--- src/rtl/core/cecd_pkg.sv ---
// shared constants and types of the contour edge crossing detector
// no dependencies; used by every file in rtl/core
package cecd_pkg;

  localparam int SAMPLE_BITS   = 16;
  localparam int FRAC_BITS     = 8;
  localparam int MAX_ROW_WIDTH = 4096;
  localparam int MIN_ROW_WIDTH = 2;
  localparam int COL_BITS      = $clog2(MAX_ROW_WIDTH);
  localparam int WIDTH_BITS    = COL_BITS + 1;
  localparam int QUOT_BITS     = FRAC_BITS + 1;
  localparam int DIV_CNT_BITS  = $clog2(QUOT_BITS + 1);
  localparam int ROW_LIMIT     = (1 << COL_BITS) - 1;
  localparam int CFG_IDX_BITS  = 1;
  localparam int RESET_ROW_WIDTH = 640;

  typedef enum logic [CFG_IDX_BITS-1:0] {
    REG_CONTOUR_LEVEL = 1'b0,
    REG_ROW_WIDTH     = 1'b1
  } cfg_reg_e;

  typedef enum logic [2:0] {
    ST_IDLE,
    ST_FETCH,
    ST_HDIV,
    ST_VDIV,
    ST_OUT
  } state_e;

  typedef struct packed {
    logic                          missing;
    logic signed [SAMPLE_BITS-1:0] val;
  } pix_t;

endpackage

--- src/rtl/core/cecd_div.sv ---
// bit-serial restoring divider, one quotient bit per cycle
// depends on cecd_pkg
module cecd_div (
  input  logic                               clk_i,
  input  logic                               rst_ni,
  input  logic                               start_i,
  input  logic [cecd_pkg::SAMPLE_BITS-1:0]   num_i,
  input  logic [cecd_pkg::SAMPLE_BITS-1:0]   den_i,
  output logic                               done_o,
  output logic [cecd_pkg::QUOT_BITS-1:0]     quot_o
);

  logic [cecd_pkg::SAMPLE_BITS:0]     rem_q, rem_d;
  logic [cecd_pkg::SAMPLE_BITS-1:0]   den_q;
  logic [cecd_pkg::QUOT_BITS-1:0]     quot_q, quot_d;
  logic [cecd_pkg::DIV_CNT_BITS-1:0]  cnt_q, cnt_d;
  logic                               done_q;
  logic [cecd_pkg::SAMPLE_BITS+1:0]   diff;
  logic                               ge;

  assign diff = {1'b0, rem_q} - {2'b00, den_q};
  assign ge   = ~diff[cecd_pkg::SAMPLE_BITS+1];

  always_comb begin
    rem_d  = rem_q;
    quot_d = quot_q;
    cnt_d  = cnt_q;
    if (cnt_q != '0) begin
      // remainder stays below the divisor after a step, so the shift fits
      rem_d  = {(ge ? diff[cecd_pkg::SAMPLE_BITS-1:0] : rem_q[cecd_pkg::SAMPLE_BITS-1:0]), 1'b0};
      quot_d = {quot_q[cecd_pkg::QUOT_BITS-2:0], ge};
      cnt_d  = cnt_q - 1'b1;
    end
  end

  always_ff @(posedge clk_i or negedge rst_ni) begin
    if (!rst_ni) begin
      cnt_q  <= '0;
      done_q <= 1'b0;
    end else if (start_i) begin
      cnt_q  <= cecd_pkg::DIV_CNT_BITS'(cecd_pkg::QUOT_BITS);
      done_q <= 1'b0;
    end else begin
      cnt_q  <= cnt_d;
      done_q <= (cnt_q == cecd_pkg::DIV_CNT_BITS'(1));
    end
  end

  always_ff @(posedge clk_i) begin
    if (start_i) begin
      rem_q  <= {1'b0, num_i};
      den_q  <= den_i;
      quot_q <= '0;
    end else begin
      rem_q  <= rem_d;
      quot_q <= quot_d;
    end
  end

  assign done_o = done_q;
  assign quot_o = quot_q;

endmodule

--- config.mk ---
export PLATFORM = sky130hd
export DESIGN_NAME = cecd_div
export DESIGN_NICKNAME = d
export VERILOG_FILES = /design/src/rtl/core/cecd_pkg.sv /design/src/rtl/core/cecd_div.sv
export SDC_FILE = /design/constraint.sdc
export NUM_CORES = 1
export LEC_CHECK = 0
export BUFFER_PORTS_ARGS = -buffer_cell sky130_fd_sc_hd__buf_2
export CELL_PAD_IN_SITES_DETAIL_PLACEMENT = 1
export CELL_PAD_IN_SITES_GLOBAL_PLACEMENT = 1
export CORE_ASPECT_RATIO = 2
export CORE_UTILIZATION = 40
export DETAILED_ROUTE_END_ITERATION = 8
export PLACE_DENSITY = 0.75
export SETUP_SLACK_MARGIN = 0.1
export SLEW_MARGIN = 25
export SYNTH_ARGS = -nofsm -noshare
export SYNTH_HDL_FRONTEND = slang
export SYNTH_SLANG_ARGS = --single-unit
export TNS_END_PERCENT = 1
--- constraint.sdc ---
create_clock -name clk_i -period 3.3 [get_ports clk_i]
set_input_delay 0.99 -clock clk_i [delete_from_list [all_inputs] [get_ports clk_i]]
set_output_delay 0.99 -clock clk_i [all_outputs]
set_load 0.02 [all_outputs]
After elaboration in Yosys (flattened, before gate mapping)
Cells that the tools add are included.
{"block": "word_totals", "mem_bits_rw": 0, "latchBits": 0, "reg_bits": 47, "mem_bits_ro": 0, "mem_count": 0}
{"block": "classes", "bitwise": 1, "reduce_logical": 2, "n_eq_ne": 1, "shift": 0, "muxes": 6, "n_addsub": 2, "order_cmp": 0, "n_div": 0, "n_mul": 0}
{"operator": "16-bit two-way mux", "count": 3}
{"operator": "17-bit by 16-bit subtractor with 18-bit output", "count": 1}
{"operator": "4-bit two-way mux", "count": 2}
{"operator": "4-bit by 1-bit equality test with 1-bit output, second input constant", "count": 1}
{"operator": "4-bit nonzero test", "count": 1}
{"operator": "4-bit by 1-bit subtractor with 4-bit output, second input constant", "count": 1}
{"operator": "2-bit nonzero test", "count": 1}
{"operator": "1-bit two-way mux", "count": 1}
{"operator": "1-bit inverter", "count": 1}

Longest topological paths before layout
{"block": "depth", "word_depth": 4, "depth_mapped": 10, "depth_no_buf": 10}

Least setup slack after synthesis
No wires, ideal clock.
{"block": "synth_path", "path_kind": "reg2reg", "start": "register rem_q[0] (netlist name)", "end": "register rem_q[13] (netlist name), data pin", "arrival_time_ns": 2.235, "setup_time_ns": 0.180, "path_stages_with_launch": 11, "setup_slack_ns": 0.885, "required_time_ns": 3.120, "synth_period_minus_slack_ns": 2.415, "cell_sequence": "edfxtp_1 > inv_1 > ha_1 > inv_1 > fa_1 > a21o_1 > a221oi_4 > o22ai_1 > mux2_2 > xnor2_1 > a221oi_1"}
{"block": "synth_via", "elab_chain_cells": 4}
{"element": "start: declaration", "line_no": "cecd_div.sv:13", "rtl": "logic [cecd_pkg::SAMPLE_BITS:0] rem_q, rem_d;"}
{"element": "start signal: assignment", "line_no": "cecd_div.sv:51", "rtl": "rem_q <= {1'b0, num_i};"}
{"element": "start signal: assignment", "line_no": "cecd_div.sv:55", "rtl": "rem_q <= rem_d;"}
{"element": "17-bit by 16-bit subtractor with 18-bit output", "line_no": "cecd_div.sv:21", "rtl": "assign diff = {1'b0, rem_q} - {2'b00, den_q};"}
{"element": "16-bit two-way mux", "line_no": "cecd_div.sv:30", "rtl": "rem_d = {(ge ? diff[cecd_pkg::SAMPLE_BITS-1:0] : rem_q[cecd_pkg::SAMPLE_BITS-1:0]), 1'b0};"}
{"element": "16-bit two-way mux", "line_no": "cecd_div.sv:28", "rtl": "if (cnt_q != '0) begin"}
{"element": "16-bit two-way mux", "line_no": "cecd_div.sv:50", "rtl": "if (start_i) begin"}
Every way passes these cells. The select of a mux whose other input is x is not followed.
A chain may end at the register's enable or synchronous reset.

Worst setup path after layout
{"block": "layout_path", "start": "register rem_q[10] (netlist name)", "end": "register rem_q[12] (netlist name), data pin"}
Same word-level chain as after synthesis.

==> metrics.log <==
INFO  metric synth-edff-count = 32
INFO  metric crit_path_cell_trace = ha_1 -> nand4_2 -> or3_4 -> o211ai_2 -> o21ai_0 -> a31o_2
INFO  metric final_period_minus_worst_setup_slack = 2.91 ns
INFO  metric num_cts_buffers = 5
INFO  metric synth_nets = 341
INFO  metric numPortBuffers = 44
INFO  metric timing.fmax = 344 MHz
INFO  metric final_total_power = 0.00278 W
INFO  metric max_slew.worst_pin.slew = 0.891 ns
INFO  metric grt_pass1_vias = 2374
INFO  metric endpoint_kind = flop
INFO  metric route.detailed.vias_per_inst = 5.33
INFO  metric cts-resized-gates = 0
INFO  metric worstHoldStart = quot_o[8]$_SDFFE_PP0P_
INFO  metric net-switching-power = 0.00108 W
INFO  metric gpl.final_weighted_congestion = 0.839
INFO  metric leading_cell_types_in_the_layout_fill_and_taps_excluded = buf_2, nand2_1, edfxtp_1, a21oi_1, inv_1
INFO  metric globalRouteOverflowTotal = 0
INFO  metric internal_power = 0.00170 W
INFO  metric remaining_drc_errors = 0
INFO  metric final_util = 48.5%
INFO  metric mostFrequentLayoutCell = buf_2
INFO  metric drtIter0Drc = 45
INFO  metric numClockSinks = 47
INFO  metric setup.worst_path.class = reg -> reg
INFO  metric io_pins = 45
INFO  metric critPathArrivalTime = 2.96 ns
INFO  metric synth.cell_area = 2800 sq um
INFO  metric worst_path_max_delay_cell = o211ai_2
INFO  metric finalHoldViolCount = 0
INFO  metric antenna_violations_before_repair = 0
INFO  metric synth_flop_cell = edfxtp_1
INFO  metric clock_insertion_delay_worst_skew = 0.30 ns
INFO  metric postCtsHoldBufs = 0
INFO  metric timing.hold.ws = 0.470 ns
INFO  metric die_width = 61.2 microns
INFO  metric detail_route.wl_per_cell = 15.6 microns
INFO  metric clk_pin_slew_worst_paths = 0.07 ns
INFO  metric cts_tree = yes
INFO  metric post-dp-hpwl = 4.83 mm
INFO  metric grt_start_max_net_pins = 47
INFO  metric max-vdd-ir-drop = 0.550 mV
INFO  metric grt_use_total = 20.2%
INFO  metric timing.max_slew.rel_slack = 40.4%
INFO  metric core_region_area = 6670 sq um
INFO  metric swShare = 38.7%
INFO  metric period_share = 88.1%
INFO  metric seq_area_frac_synth = 45.9%
INFO  metric site_rows = 42
INFO  metric finalSetupViolations = 0
INFO  metric ys_warn_count = 0
INFO  metric dieHeight = 120 microns
INFO  metric min_path_type = reg -> reg
INFO  metric detail_route.first_pass.iterations = 4
INFO  metric flip_flop_and_latch_area = 1290 sq um
INFO  metric pwr-share-seq = 31.5%
INFO  metric outcome = finished, final reports clean
INFO  metric clk_root_buffer_cell = clkbuf_16
INFO  metric htree_num_levels = 2
INFO  metric design.die.area = 7370 sq um
INFO  metric final_max_slew_viol_count = 0
INFO  metric power.static_leakage = 1.43 nW
INFO  metric fillers = 815
INFO  metric regToRegStartpoint = rem_q[10]$_DFFE_PP_
INFO  metric cp_data_required_time = 3.36 ns
INFO  metric syn_area_per_cell = 9.77 sq um
INFO  metric maxCapViolations = 0
INFO  metric critical_path_start = rem_q[10]$_DFFE_PP_
INFO  metric crit_path_largest_cell_delay = 0.71 ns
INFO  metric final_layout_size_suffix_gt1_share = 18.9%
INFO  metric antenna_cells_inserted = 0
INFO  metric routed_wl = 6.50 mm
INFO  metric multi_input_logic_area = 1350 sq um
INFO  metric power_density = 859 nW/um^2
INFO  metric synth-seq-cells = 47
INFO  metric cts_buffer_depth = 2
INFO  metric ant_nets = 0
INFO  metric setup.worst_path.start_class = flop
INFO  metric postCtsSetupRepairBufs = 0
INFO  metric num_vias = 2218
INFO  metric fin_nets = 381
INFO  metric syn-instance-count = 287
INFO  metric fin_skew = 0.0106 ns
INFO  metric power_frac_clock = 19.6%
INFO  metric finish.instance_area = 3230 sq um
INFO  metric crit_path_max_fanout = 15
INFO  metric synth-async-reset-ratio = 10.6%
INFO  metric area_growth = 15.4%
INFO  metric combPwrFrac = 48.9%
INFO  metric ys_types = 50
INFO  metric initial_utilization = 42.0%
INFO  metric fin_setup_tns = 0 ns
INFO  metric detailed_place.area = 3080 sq um
INFO  metric global_route_wire_length_before_repair = 10.9 mm
INFO  metric grt_setup_unrepaired = false
==> cells in the mapped netlist (3+ instances only) <==
| library cell | count | area, sq um |
|---|---|---|
| a21o_1 | 3 | 22.5 |
| a21oi_1 | 28 | 140 |
| a221o_1 | 4 | 40.0 |
| and3_1 | 6 | 37.5 |
| buf_2 | 4 | 20.0 |
| clkbuf_1 | 6 | 22.5 |
| dfrtp_1 | 5 | 125 |
| dfxtp_1 | 10 | 200 |
| edfxtp_1 | 32 | 961 |
| ha_1 | 18 | 225 |
| inv_1 | 24 | 90.1 |
| mux2i_1 | 8 | 80.1 |
| nand2_1 | 39 | 146 |
| nand2b_1 | 4 | 25.0 |
| nand3_1 | 3 | 15.0 |
| nand4_1 | 3 | 18.8 |
| nor2_1 | 17 | 63.8 |
| nor2b_1 | 3 | 18.8 |
| nor3_1 | 3 | 15.0 |
| o21a_1 | 3 | 22.5 |
| o21ai_0 | 17 | 85.1 |
| xnor2_1 | 10 | 87.6 |
| xor2_1 | 3 | 26.3 |
==> worst max-delay path: cells and delay by family (launching register included) <==
family / cells / cell delay [ns]
and+or+nand+nor: 2 / 0.62
adders and majority gates: 1 / 0.47
AOI/OAI and AO/OA: 3 / 1.18
DFF: 1 / 0.39
==> cell type report <==
cell class | instances | area share [%]
Inverter | 24 | 2.79
Clock buffer | 8 | 4.84
Timing Repair Buffer | 47 | 7.50
Sequential cell | 47 | 39.8
Multi-Input combinational cell | 202 | 41.7
Tap cell | 88 | 3.40
==> metrics by stage <==
stage | setup slack [ns] | cells
final | 0.391 | 416
after floorplan | 0.885 | 287
after global placement | 0.469 | 408
after detailed placement | 0.394 | 408
after CTS | 0.389 | 416
after global routing | 0.192 | 416
==> flip-flops by register name, summed over array words and instances (netlist names) <==
name,cells
rem_q,17
den_q,16
quot_o,9
cnt_q,4
done_o,1
==> logic make-up (layout without fill, tap and decap cells) <==
family / Yosys count / count (layout) / share of synthesized area [%]
fa+ha+maj: 19 / 19 / 8.75
compound gates: 73 / 73 / 17.0
simple gates: 87 / 87 / 14.7
mux: 10 / 10 / 3.66
buf+inv: 38 / 79 / 5.98
xor+xnor: 13 / 13 / 4.06
flops: 47 / 47 / 45.9
==> power groups by stage <==
stage	logic [W]	clock network, W	registers, W
final	0.00136	0.000544	0.000875
after global routing	0.00152	0.000574	0.000893
after CTS	0.00137	0.000554	0.000876
after detailed placement	0.00136	0	0.000887
after global placement	0.00133	0	0.000878
after floorplan	0.00109	0	0.000881
==> worst paths after layout <==
kind	end	slack, ns	cells past startpoint
setup / recovery	rem_q[12]$_DFFE_PP_	0.39	6
hold / removal	quot_o[8]$_SDFFE_PP0P_	0.47	2
setup reg to reg	rem_q[12]$_DFFE_PP_	0.39	6
hold reg to reg	quot_o[8]$_SDFFE_PP0P_	0.47	2
max in group asynchronous	cnt_q[1]$_DFFE_PN0P_	2.66	1
min in group asynchronous	done_o$_DFF_PN0_	0.51	1
==> layer usage <==
layer / track usage [%] / vias up / part of all wire, % / wire (microns)
met1: 22.4 / 1076 / 40 / 2600
li1: - / 1095 / - / -
met4: 9.38 / 0 / 2.6 / 172
met2: 35.4 / 35 / 55 / 3560
met5: 0 / - / 0 / 0
met3: 3.42 / 12 / 2.4 / 159
Power figures use the tool's default switching activity.
